## src/design/fdrsm_pkg.sv

```systemverilog
// Shared types and constants for the frame difference row span mask block.
// No dependencies; compiled first.
package fdrsm_pkg;

    localparam int PIX_W          = 8;
    localparam int THR_W          = 7;
    localparam int RW_W           = 11;
    localparam int SPAN_W         = 10;
    localparam int CFG_IDX_W      = 2;
    localparam int CFG_DATA_W     = 11;
    localparam int MAX_ROW_WIDTH_DEF = 1024;

    localparam logic [THR_W-1:0] THR_RESET   = 7'd10;
    localparam logic [RW_W-1:0]  WIDTH_RESET = 11'd640;

    typedef enum logic [CFG_IDX_W-1:0] {
        CFG_DIFF_THRESHOLD = 2'd0,
        CFG_ROW_WIDTH      = 2'd1
    } cfg_index_t;

    typedef struct packed {
        logic [PIX_W-1:0]  diff_pixel;
        logic              row_done;
        logic              span_found;
        logic [SPAN_W-1:0] span_start;
        logic [SPAN_W-1:0] span_end;
    } res_payload_t;

endpackage

```

## src/design/fdrsm_pix_if.sv

```systemverilog
// Pixel pair channel: valid/ready handshake and the two co-located gray levels.
// Depends on fdrsm_pkg.
interface fdrsm_pix_if;
    logic                        valid;
    logic                        ready;
    logic [fdrsm_pkg::PIX_W-1:0] pixel_first;
    logic [fdrsm_pkg::PIX_W-1:0] pixel_second;

    modport source (output valid, output pixel_first, output pixel_second, input ready);
    modport sink   (input valid, input pixel_first, input pixel_second, output ready);
endinterface

```

## src/design/fdrsm_res_if.sv

```systemverilog
// Result channel: valid/ready handshake, difference pixel and row span report.
// Depends on fdrsm_pkg.
interface fdrsm_res_if;
    logic                         valid;
    logic                         ready;
    logic [fdrsm_pkg::PIX_W-1:0]  diff_pixel;
    logic                         row_done;
    logic                         span_found;
    logic [fdrsm_pkg::SPAN_W-1:0] span_start;
    logic [fdrsm_pkg::SPAN_W-1:0] span_end;

    modport source (output valid, output diff_pixel, output row_done, output span_found,
                    output span_start, output span_end, input ready);
    modport sink   (input valid, input diff_pixel, input row_done, input span_found,
                    input span_start, input span_end, output ready);
endinterface

```

## src/design/frame_difference_row_span_mask.sv

```systemverilog
// Frame difference row span mask: per-pixel absolute difference and per-row motion span.
// Depends on fdrsm_pkg, fdrsm_pix_if and fdrsm_res_if.
//
//   channel | dir | transfer when         | payload
//   pix     | in  | pix.valid & ready     | pixel_first, pixel_second
//   res     | out | res.valid & ready     | diff_pixel, row_done, span_found, span_start, span_end
//   cfg     | in  | cfg_we                | cfg_index, cfg_data (no handshake)
//
// One pixel pair per cycle while pix is ready; its result is registered in the output register or skid.
// Row state and the result are computed in one combinational step into the output register or skid.
// A two-entry output (register plus skid) keeps pix ready while one result waits on res.
// pix stalls only when both output entries are full.
// Reset clears the row state, restores the register defaults and empties the output.
module frame_difference_row_span_mask #(
    parameter int MAX_ROW_WIDTH = fdrsm_pkg::MAX_ROW_WIDTH_DEF
) (
    input  logic                              clk,
    input  logic                              rst_n,
    input  logic                              cfg_we,
    input  logic [fdrsm_pkg::CFG_IDX_W-1:0]   cfg_index,
    input  logic [fdrsm_pkg::CFG_DATA_W-1:0]  cfg_data,
    fdrsm_pix_if.sink                         pix,
    fdrsm_res_if.source                       res
);

    localparam int COL_W = (MAX_ROW_WIDTH > 1) ? $clog2(MAX_ROW_WIDTH) : 1;
    localparam int CMP_W = (COL_W + 1 > fdrsm_pkg::RW_W + 1) ? COL_W + 1
                                                              : fdrsm_pkg::RW_W + 1;
    localparam int EXT_W = (COL_W > fdrsm_pkg::SPAN_W) ? COL_W : fdrsm_pkg::SPAN_W;
    localparam logic [CMP_W-1:0] MAX_W   = CMP_W'(MAX_ROW_WIDTH);
    localparam logic [COL_W-1:0] COL_MAX = COL_W'(MAX_ROW_WIDTH - 1);

    logic [fdrsm_pkg::THR_W-1:0] thr_reg;
    logic [fdrsm_pkg::RW_W-1:0]  width_reg;

    logic [COL_W-1:0] col_reg, col_next;
    logic             hit_seen_reg, hit_seen_next;
    logic [COL_W-1:0] first_hit_reg, first_hit_next;
    logic [COL_W-1:0] last_hit_reg, last_hit_next;

    logic                    main_valid_reg, skid_valid_reg;
    fdrsm_pkg::res_payload_t main_reg, skid_reg, result;

    logic                        accept, drain;
    logic [fdrsm_pkg::PIX_W-1:0] diff;
    logic                        hit, last;
    logic [CMP_W-1:0]            rw_ext, eff_width, col_plus;
    logic                        upd_seen;
    logic [COL_W-1:0]            upd_first, upd_last;
    logic [EXT_W-1:0]            first_ext, last_ext;

    assign accept    = pix.valid && pix.ready;
    assign drain     = res.valid && res.ready;
    assign pix.ready = !skid_valid_reg;

    always_comb
    begin
        diff = (pix.pixel_first >= pix.pixel_second) ? pix.pixel_first - pix.pixel_second
                                                     : pix.pixel_second - pix.pixel_first;
        hit  = diff > {1'b0, thr_reg};

        rw_ext = CMP_W'(width_reg);
        if (rw_ext == '0)
            eff_width = CMP_W'(1);
        else if (rw_ext > MAX_W)
            eff_width = MAX_W;
        else
            eff_width = rw_ext;
        col_plus = CMP_W'(col_reg) + CMP_W'(1);
        last     = col_plus >= eff_width;

        upd_seen  = hit_seen_reg || hit;
        upd_first = (hit && !hit_seen_reg) ? col_reg : first_hit_reg;
        upd_last  = hit ? col_reg : last_hit_reg;
        first_ext = EXT_W'(upd_first);
        last_ext  = EXT_W'(upd_last);

        result.diff_pixel = diff;
        result.row_done   = last;
        result.span_found = last && upd_seen;
        result.span_start = (last && upd_seen) ? first_ext[fdrsm_pkg::SPAN_W-1:0] : '0;
        result.span_end   = (last && upd_seen) ? last_ext[fdrsm_pkg::SPAN_W-1:0] : '0;

        if (last)
        begin
            col_next       = '0;
            hit_seen_next  = 1'b0;
            first_hit_next = '0;
            last_hit_next  = '0;
        end
        else
        begin
            col_next       = col_reg + COL_W'(1);
            hit_seen_next  = upd_seen;
            first_hit_next = upd_first;
            last_hit_next  = upd_last;
        end
    end

    // configuration registers
    always_ff @(posedge clk or negedge rst_n)
    begin
        if (!rst_n)
        begin
            thr_reg   <= fdrsm_pkg::THR_RESET;
            width_reg <= fdrsm_pkg::WIDTH_RESET;
        end
        else if (cfg_we)
        begin
            unique case (cfg_index)
                fdrsm_pkg::CFG_DIFF_THRESHOLD: thr_reg   <= cfg_data[fdrsm_pkg::THR_W-1:0];
                fdrsm_pkg::CFG_ROW_WIDTH:      width_reg <= cfg_data[fdrsm_pkg::RW_W-1:0];
                default: ;
            endcase
        end
    end

    // row state: advance on each input transfer
    always_ff @(posedge clk or negedge rst_n)
    begin
        if (!rst_n)
        begin
            col_reg       <= '0;
            hit_seen_reg  <= 1'b0;
            first_hit_reg <= '0;
            last_hit_reg  <= '0;
        end
        else if (accept)
        begin
            col_reg       <= col_next;
            hit_seen_reg  <= hit_seen_next;
            first_hit_reg <= first_hit_next;
            last_hit_reg  <= last_hit_next;
        end
    end

    // output register and skid entry
    always_ff @(posedge clk or negedge rst_n)
    begin
        if (!rst_n)
        begin
            main_valid_reg <= 1'b0;
            skid_valid_reg <= 1'b0;
        end
        else
        begin
            if (!main_valid_reg || drain)
            begin
                main_valid_reg <= skid_valid_reg || accept;
                skid_valid_reg <= 1'b0;
            end
            else if (accept)
            begin
                skid_valid_reg <= 1'b1;
            end
        end
    end

    always_ff @(posedge clk)
    begin
        if (!main_valid_reg || drain)
        begin
            if (skid_valid_reg)
                main_reg <= skid_reg;
            else if (accept)
                main_reg <= result;
        end
        else if (accept)
        begin
            skid_reg <= result;
        end
    end

    assign res.valid      = main_valid_reg;
    assign res.diff_pixel = main_reg.diff_pixel;
    assign res.row_done   = main_reg.row_done;
    assign res.span_found = main_reg.span_found;
    assign res.span_start = main_reg.span_start;
    assign res.span_end   = main_reg.span_end;

`ifndef SYNTH
    a_skid_needs_main: assert property (@(posedge clk) disable iff (!rst_n)
        skid_valid_reg |-> main_valid_reg)
        else $error("skid entry held while output register empty");

    a_span_only_at_row_end: assert property (@(posedge clk) disable iff (!rst_n)
        (res.valid && !res.row_done) |-> (!res.span_found && res.span_start == '0
                                          && res.span_end == '0))
        else $error("span fields set on a pixel that does not end a row");

    a_col_in_range: assert property (@(posedge clk) disable iff (!rst_n)
        col_reg <= COL_MAX)
        else $error("column count beyond maximum row width");

    a_span_ordered: assert property (@(posedge clk) disable iff (!rst_n)
        hit_seen_reg |-> (first_hit_reg <= last_hit_reg && last_hit_reg < col_reg))
        else $error("tracked span out of order");
`endif

endmodule
```

## src/flat_wrapper.sv

```systemverilog
// flat-port wrapper written by rule: the top's interface ports become plain ports
module frame_difference_row_span_mask_flat 
#(
    parameter int MAX_ROW_WIDTH = fdrsm_pkg::MAX_ROW_WIDTH_DEF
)
  (clk, rst_n, cfg_we, cfg_index, cfg_data, pix_valid, pix_pixel_first, pix_pixel_second, pix_ready, res_valid, res_diff_pixel, res_row_done, res_span_found, res_span_start, res_span_end, res_ready);
  fdrsm_pix_if pix_i ();
  fdrsm_res_if res_i ();
  input  logic clk;
  input  logic rst_n;
  input  logic cfg_we;
  input  logic [fdrsm_pkg::CFG_IDX_W-1:0] cfg_index;
  input  logic [fdrsm_pkg::CFG_DATA_W-1:0] cfg_data;
  input wire logic [$bits(pix_i.valid)-1:0] pix_valid;
  input wire logic [$bits(pix_i.pixel_first)-1:0] pix_pixel_first;
  input wire logic [$bits(pix_i.pixel_second)-1:0] pix_pixel_second;
  output wire logic [$bits(pix_i.ready)-1:0] pix_ready;
  output wire logic [$bits(res_i.valid)-1:0] res_valid;
  output wire logic [$bits(res_i.diff_pixel)-1:0] res_diff_pixel;
  output wire logic [$bits(res_i.row_done)-1:0] res_row_done;
  output wire logic [$bits(res_i.span_found)-1:0] res_span_found;
  output wire logic [$bits(res_i.span_start)-1:0] res_span_start;
  output wire logic [$bits(res_i.span_end)-1:0] res_span_end;
  input wire logic [$bits(res_i.ready)-1:0] res_ready;
  assign pix_i.valid = pix_valid;
  assign pix_i.pixel_first = pix_pixel_first;
  assign pix_i.pixel_second = pix_pixel_second;
  assign pix_ready = pix_i.ready;
  assign res_valid = res_i.valid;
  assign res_diff_pixel = res_i.diff_pixel;
  assign res_row_done = res_i.row_done;
  assign res_span_found = res_i.span_found;
  assign res_span_start = res_i.span_start;
  assign res_span_end = res_i.span_end;
  assign res_i.ready = res_ready;
  frame_difference_row_span_mask #(.MAX_ROW_WIDTH(MAX_ROW_WIDTH)) u_core (.clk(clk), .rst_n(rst_n), .cfg_we(cfg_we), .cfg_index(cfg_index), .cfg_data(cfg_data), .pix(pix_i), .res(res_i));
endmodule
```

## config.mk

```make
export PLATFORM = sky130hd
export DESIGN_NAME = frame_difference_row_span_mask_flat
export DESIGN_NICKNAME = d
export VERILOG_FILES = /design/src/design/fdrsm_pkg.sv /design/src/design/fdrsm_pix_if.sv /design/src/design/fdrsm_res_if.sv /design/src/design/frame_difference_row_span_mask.sv /design/src/flat_wrapper.sv
export SDC_FILE = /design/constraint.sdc
export NUM_CORES = 1
export LEC_CHECK = 0
export ABC_AREA = 1
export BUFFER_PORTS_ARGS = -buffer_cell sky130_fd_sc_hd__buf_4
export CAP_MARGIN = 10
export CORE_UTILIZATION = 30
export CTS_CLUSTER_DIAMETER = 200
export CTS_CLUSTER_SIZE = 30
export DETAILED_ROUTE_END_ITERATION = 7
export GPL_TIMING_DRIVEN = 0
export PLACE_DENSITY_LB_ADDON = 0.05
export SLEW_MARGIN = 15
export SYNTH_ARGS = -nofsm -noshare
export SYNTH_HDL_FRONTEND = slang
export SYNTH_SLANG_ARGS = --single-unit
export TNS_END_PERCENT = 1
```

## constraint.sdc

```tcl
create_clock -name clk -period 3.35 [get_ports clk]
set_input_delay 0.335 -clock clk [delete_from_list [all_inputs] [get_ports clk]]
set_output_delay 0.335 -clock clk [all_outputs]
set_load 0.1 [all_outputs]
```

After elaboration in Yosys (flattened, before gate mapping)
Index checks and enable logic that the tools add are counted.
{"block": "word_totals", "reg_bits": 111, "inputBits": 34, "out_inout_bits": 32, "elab_cells": 61}
{"block": "op_classes", "n_addsub": 4, "n_lt_le_gt_ge": 4, "n_eq_ne": 1, "mux": 15, "n_bitwise": 1, "n_reduce_logical": 18}
{"operator": "$mux W10", "count": 7}
{"operator": "$mux W30", "count": 2}
{"operator": "$mux W11", "count": 2}
{"operator": "$sub A8 B8 Y8", "count": 2}
{"operator": "$ge A12 B11 Y1", "count": 1}
{"operator": "$add A10 B1 Y11 const B", "count": 1}
{"operator": "$gt A11 B11 Y1 const B", "count": 1}
{"operator": "$logic_not A11 Y1", "count": 1}
{"operator": "$add A10 B1 Y10 const B", "count": 1}
{"operator": "$ge A8 B8 Y1", "count": 1}
{"operator": "$gt A8 B7 Y1", "count": 1}
{"operator": "$mux W8", "count": 1}
{"operator": "$reduce_and A2 Y1", "count": 4}
{"operator": "$logic_and A1 B1 Y1", "count": 4}
{"operator": "$reduce_bool A2 Y1", "count": 2}
{"operator": "$logic_not A1 Y1", "count": 3}
{"operator": "$logic_or A1 B1 Y1", "count": 3}
{"operator": "$mux W1", "count": 3}
{"operator": "$eq A2 B1 Y1 const B", "count": 1}
{"operator": "$logic_not A2 Y1", "count": 1}
{"operator": "$not A1 Y1", "count": 1}

Longest topological paths before layout
{"block": "depth", "word_depth": 8, "depth_mapped": 28, "mapped_depth_nobuf": 28}

Least setup slack after synthesis
OpenSTA, ideal clock, no wires.
{"block": "synth_timing", "path_kind": "input to register", "start": "input port pix_pixel_first[0]", "end": "register u_core.main_reg, in the netlist u_core.res.span_start[2], data pin", "setup_time_ps": 256, "arrival_ps": 3114, "required_ps": 3094, "slack_ps": -20, "cell_stages": 27, "path_buffers": 1, "path_cell_list": "inv_1 > ha_1 > inv_1 > fa_1 > nand3_2 > nand3_1 > nand2_1 > nand3_2 > o21ai_0 > xor2_1 > inv_1 > ha_1 > nand2_1 > inv_1 > nand2_1 > nand2_1 > nand2_1 > nand2_1 > nand2_1 > nand2_1 > nand2_1 > nand3_2 > nand2_2 > inv_2 > buf_6 > nand3_1 > nand2_1"}
{"block": "synth_between", "elab_chain_cells": 8, "word_cells_on_any_way": 12, "classes_between": "add/sub: 2; order compare: 2; mux: 5; reduce/logical: 3"}
{"element": "start: declaration", "line": "flat_wrapper.sv:15", "rtl": "input wire logic [$bits(pix_i.pixel_first)-1:0] pix_pixel_first;"}
{"element": "$sub A8 B8 Y8 (tied with other cells)", "line": "frame_difference_row_span_mask.sv:59", "rtl": ": pix.pixel_second - pix.pixel_first;"}
{"element": "$mux W8 (*)", "line": "frame_difference_row_span_mask.sv:58", "rtl": "diff = (pix.pixel_first >= pix.pixel_second) ? pix.pixel_first - pix.pixel_second"}
{"element": "via u_core.diff (one bit)", "line": "frame_difference_row_span_mask.sv:45", "rtl": "logic [fdrsm_pkg::PIX_W-1:0] diff;"}
{"element": "$gt A8 B7 Y1 (*)", "line": "frame_difference_row_span_mask.sv:60", "rtl": "hit = diff > {1'b0, thr_reg};"}
{"element": "$logic_and A1 B1 Y1 or $logic_or A1 B1 Y1 (tied branches)", "line": "frame_difference_row_span_mask.sv:73, frame_difference_row_span_mask.sv:72"}
{"element": "$mux W10 or $logic_and A1 B1 Y1 (tied branches)", "line": "frame_difference_row_span_mask.sv:73, frame_difference_row_span_mask.sv:81"}
{"element": "$mux W10 (*)", "line": "frame_difference_row_span_mask.sv:81", "rtl": "result.span_start = (last && upd_seen) ? first_ext[fdrsm_pkg::SPAN_W-1:0] : '0;"}
{"element": "$mux W30 (*)", "line": "frame_difference_row_span_mask.sv:165", "rtl": "else if (accept)"}
{"element": "$mux W30 (*)", "line": "frame_difference_row_span_mask.sv:163", "rtl": "if (skid_valid_reg)"}
{"element": "end signal: assignment", "line": "frame_difference_row_span_mask.sv:164", "rtl": "main_reg <= skid_reg;"}
{"element": "end signal: assignment", "line": "frame_difference_row_span_mask.sv:166", "rtl": "main_reg <= result;"}
{"element": "end: declaration", "line": "frame_difference_row_span_mask.sv:42", "rtl": "fdrsm_pkg::res_payload_t main_reg, skid_reg, result;"}
The timed path passes the listed nets; every way through them passes the cells marked *. The select of a mux whose other input is x is not followed.
A chain may end at the register's enable or synchronous reset.

Worst setup path after layout
{"block": "layout_timing", "start": "input port pix_pixel_first[0]", "end": "register u_core.main_reg, in the netlist u_core.res.span_end[4], data pin"}
{"block": "layout_between", "elab_chain_cells": 8, "word_cells_on_any_way": 11, "classes_between": "add/sub: 2; order compare: 2; mux: 5; reduce/logical: 2"}
{"element": "$sub A8 B8 Y8 (tied with other cells)", "line": "frame_difference_row_span_mask.sv:59"}
{"element": "$mux W8 (*)", "line": "frame_difference_row_span_mask.sv:58"}
{"element": "via u_core.diff (one bit)", "line": "frame_difference_row_span_mask.sv:45"}
{"element": "$gt A8 B7 Y1 (*)", "line": "frame_difference_row_span_mask.sv:60"}
{"element": "$logic_or A1 B1 Y1", "line": "frame_difference_row_span_mask.sv:72", "rtl": "upd_seen = hit_seen_reg || hit;"}
{"element": "$logic_and A1 B1 Y1", "line": "frame_difference_row_span_mask.sv:82", "rtl": "result.span_end = (last && upd_seen) ? last_ext[fdrsm_pkg::SPAN_W-1:0] : '0;"}
{"element": "$mux W10 (*)", "line": "frame_difference_row_span_mask.sv:82"}
{"element": "$mux W30 (*)", "line": "frame_difference_row_span_mask.sv:165"}
{"element": "$mux W30 (*)", "line": "frame_difference_row_span_mask.sv:163"}
Marked as above.

==> metrics.cfg <==
[final_layout]
final_cell_mix=nand2_1 (192), buf_4 (77), inv_1 (72), edfxtp_1 (60), dfrtp_1 (44)
fin_area_um2=7850
largest_reg_flops=30
drive_gt1_share_pct=30.6
multi_input_area_um2=2930
diodes=0
final_common_cell=nand2_1
finalNetCount=857
area_delta_synth_final_pct=25.7
fillers=2080
final-seq-area_um2=3090

[global_route]
antenna_found_initial=0
grt.total_usage_pct=15.1
grt_pass1_wl_mm=25.1
grt_pass1_vias=4799
grt_max_degree=52
globalRouteOverflowTotal=0

[hold_path]
hold_path_class=in2async

[synthesis]
yosysWarnings=0
async_flop_share_pct=45.9
synth_edf_count=60
syn-num-nets=768
synth.distinct_cells=41
seq_area_frac_synth_pct=49.4
synth-seq-cells=111
avgSynthCellArea_um2=8.95
synthCells=698
synth_top_flop_cell=edfxtp_1
synth.cell_area_um2=6250

[floorplanning]
fp-row-count=52
io_pins=66
start_util_pct=30.8
core_um2=20300
dieArea_um2=21400
die_x_um=146
die_h_um=146

[clock_tree]
ctsHoldBuffers=0
cts_tree=done
root_buffer=clkbuf_16
cts.sinks=111
htreeDepth=3
clkLatencyLatePin_ns=0.36
cts_max_path_buffers=2
numCtsBuffers=9
clkTransAtPathRegs_ns=0.08

[power_and_ir_drop]
p_per_area_nw_per_um2=748
p_leak_nw=3.59
p_total_mw=5.88
vdd_drop_max_mv=0.303

[timing]
skew_ns=0.0119
max_freq_mhz=307
hold_ws_ns=0.0248
rsz0062_at_grt=yes
drv_slew=0
worst_slew_pin_slew_ns=0.705
fin_ws_ns=0.0972
tns_ns=0
post-route-min-period_ns=3.25
slew_headroom_pct=53.0
finalCritPeriodShare_pct=97.1
hold_viol_final=0
finalSetupViolations=0

[critical_path]
critical_path_arrival_ns=3.37
startpoint_type=input port
crit_fanout=10
r2r-start=u_core.col_reg[2]$_DFFE_PN0P_
r2r_end=u_core.col_reg[4]$_DFFE_PN0P_
r2r_slack_ns=0.24
reg2reg_depth=15
cp.required_ns=3.47
crit_type=in2reg
worstSetupEndpointType=flop

[placement]
post_dp_cell_area_um2=7140
gp_congestion=0.787
post-place-ws_ns=-0.635
port_buffers=65
dp_hpwl_mm=11.2

[routing]
avgViaCountPerCell=4.50
dr.pass1.iters=4
wl_mm=15.5
ant_nets=0
drtIter0Drc=212
wl_per_cell_um=14.6
drc=0
vias=4775

[status]
outcome=finished clean

[run]
drv_cap=0

[cells by family after synthesis]
group	count (synthesis)	synth area share, %
AOI/OAI and AO/OA	85	7.93
xor gates and xnor gates	14	1.96
adders and majority gates	36	7.45
buffers and inverters	117	8.07
DFF	111	49.4
muxes	3	0.541
and+or+nand+nor	332	24.7
[routing by layer]
layer / global-route usage, % / vias to the layer above / routed length [um]
li1: - / 2436 / -
met1: 19.9 / 2249 / 7280
met2: 25.4 / 76 / 7640
met3: 2.06 / 14 / 377
met4: 5.31 / 0 / 210
met5: 0 / - / 0
[per-stage QoR]
step / utilization [%] / cells
global placement: 34.8 / 1033
detailed placement: 35.2 / 1035
CTS: 37.0 / 1054
floorplan: - / 698
global route: 38.7 / 1062
finish: 38.7 / 1062
[Yosys cell counts, types with 2 or more instances]
library cell | count | share of area (%)
nand4_1 | 2 | 0.20
buf_2 | 7 | 0.56
edfxtp_1 | 60 | 29
buf_4 | 4 | 0.48
nand3_1 | 34 | 2.7
nand3_2 | 24 | 3.8
nor2_1 | 35 | 2.1
dfrtp_1 | 47 | 19
dfstp_2 | 4 | 1.7
mux2_2 | 3 | 0.54
clkbuf_1 | 9 | 0.54
ha_1 | 34 | 6.8
nand2_4 | 2 | 0.36
a21oi_1 | 24 | 1.9
nor2_2 | 2 | 0.20
inv_2 | 15 | 0.90
o21ai_0 | 40 | 3.2
o21ai_2 | 10 | 1.4
nand2_1 | 211 | 13
inv_1 | 76 | 4.6
nand2_2 | 12 | 1.2
fa_1 | 2 | 0.64
nor4_1 | 2 | 0.20
nor3_1 | 3 | 0.24
buf_6 | 3 | 0.54
o22ai_1 | 3 | 0.30
a21oi_2 | 3 | 0.42
xor2_1 | 14 | 2.0
[critical path, stage by stage]
cell	delay (ns)
buf_8	0.10
inv_4	0.05
ha_4	0.14
inv_4	0.04
fa_2	0.38
nand3_2	0.10
nand3_2	0.08
nand2_2	0.10
nand3_4	0.14
buf_6	0.16
nand3_2	0.06
o21ai_2	0.07
xor2_2	0.17
inv_1	0.09
ha_1	0.31
nand2_2	0.10
inv_2	0.03
nand2_1	0.04
nand2_1	0.04
nand2_1	0.08
nand2_2	0.07
nand2_4	0.13
nand2_8	0.09
buf_8	0.15
nand2_1	0.12
nand2_2	0.08
nand3_2	0.07
nand2_1	0.05
[how the worst max path moves through the flow]
stage	start	end	slack (ns)
2_1_floorplan	pix_pixel_first[0]	u_core.res.span_start[2]$_DFFE_PP_	0.05
3_3_place_gp	pix_pixel_first[0]	u_core.res.span_end[0]$_DFFE_PP_	-0.64
3_5_place_dp	pix_pixel_first[0]	u_core.res.span_start[3]$_DFFE_PP_	-0.63
4_1_cts	pix_pixel_first[0]	u_core.res.span_start[3]$_DFFE_PP_	0.0003
5_1_grt	pix_pixel_first[0]	u_core.res.span_start[5]$_DFFE_PP_	-0.11
6_report	pix_pixel_first[0]	u_core.res.span_end[4]$_DFFE_PP_	0.1
[repair_timing]
item,4_1_cts,5_1_grt
setup buffers,3,7
gates cloned,0,1
pin swaps,4,25
resized for setup,13,72
endpoints found under the setup margin,73,72
[report_power, final]
group          switching, mW  internal (mW)  leakage [nW]
combinational           1.85          0.939          2.24
sequential             0.219           1.79          1.23
clock                  0.501          0.581         0.133
total                   2.57           3.31          3.59
[layout make-up]
type                            count  share of cell area [%]
Timing Repair Buffer               78                    8.49
Sequential cell                   111                    39.3
Multi-Input combinational cell    470                    37.3
Inverter                           93                    4.61
Tap cell                          270                    4.30
Clock inverter                      4                   0.637
Clock buffer                       12                    3.01
Buffer                             24                    2.37
Note: power is estimated with default switching activity, not from simulation.
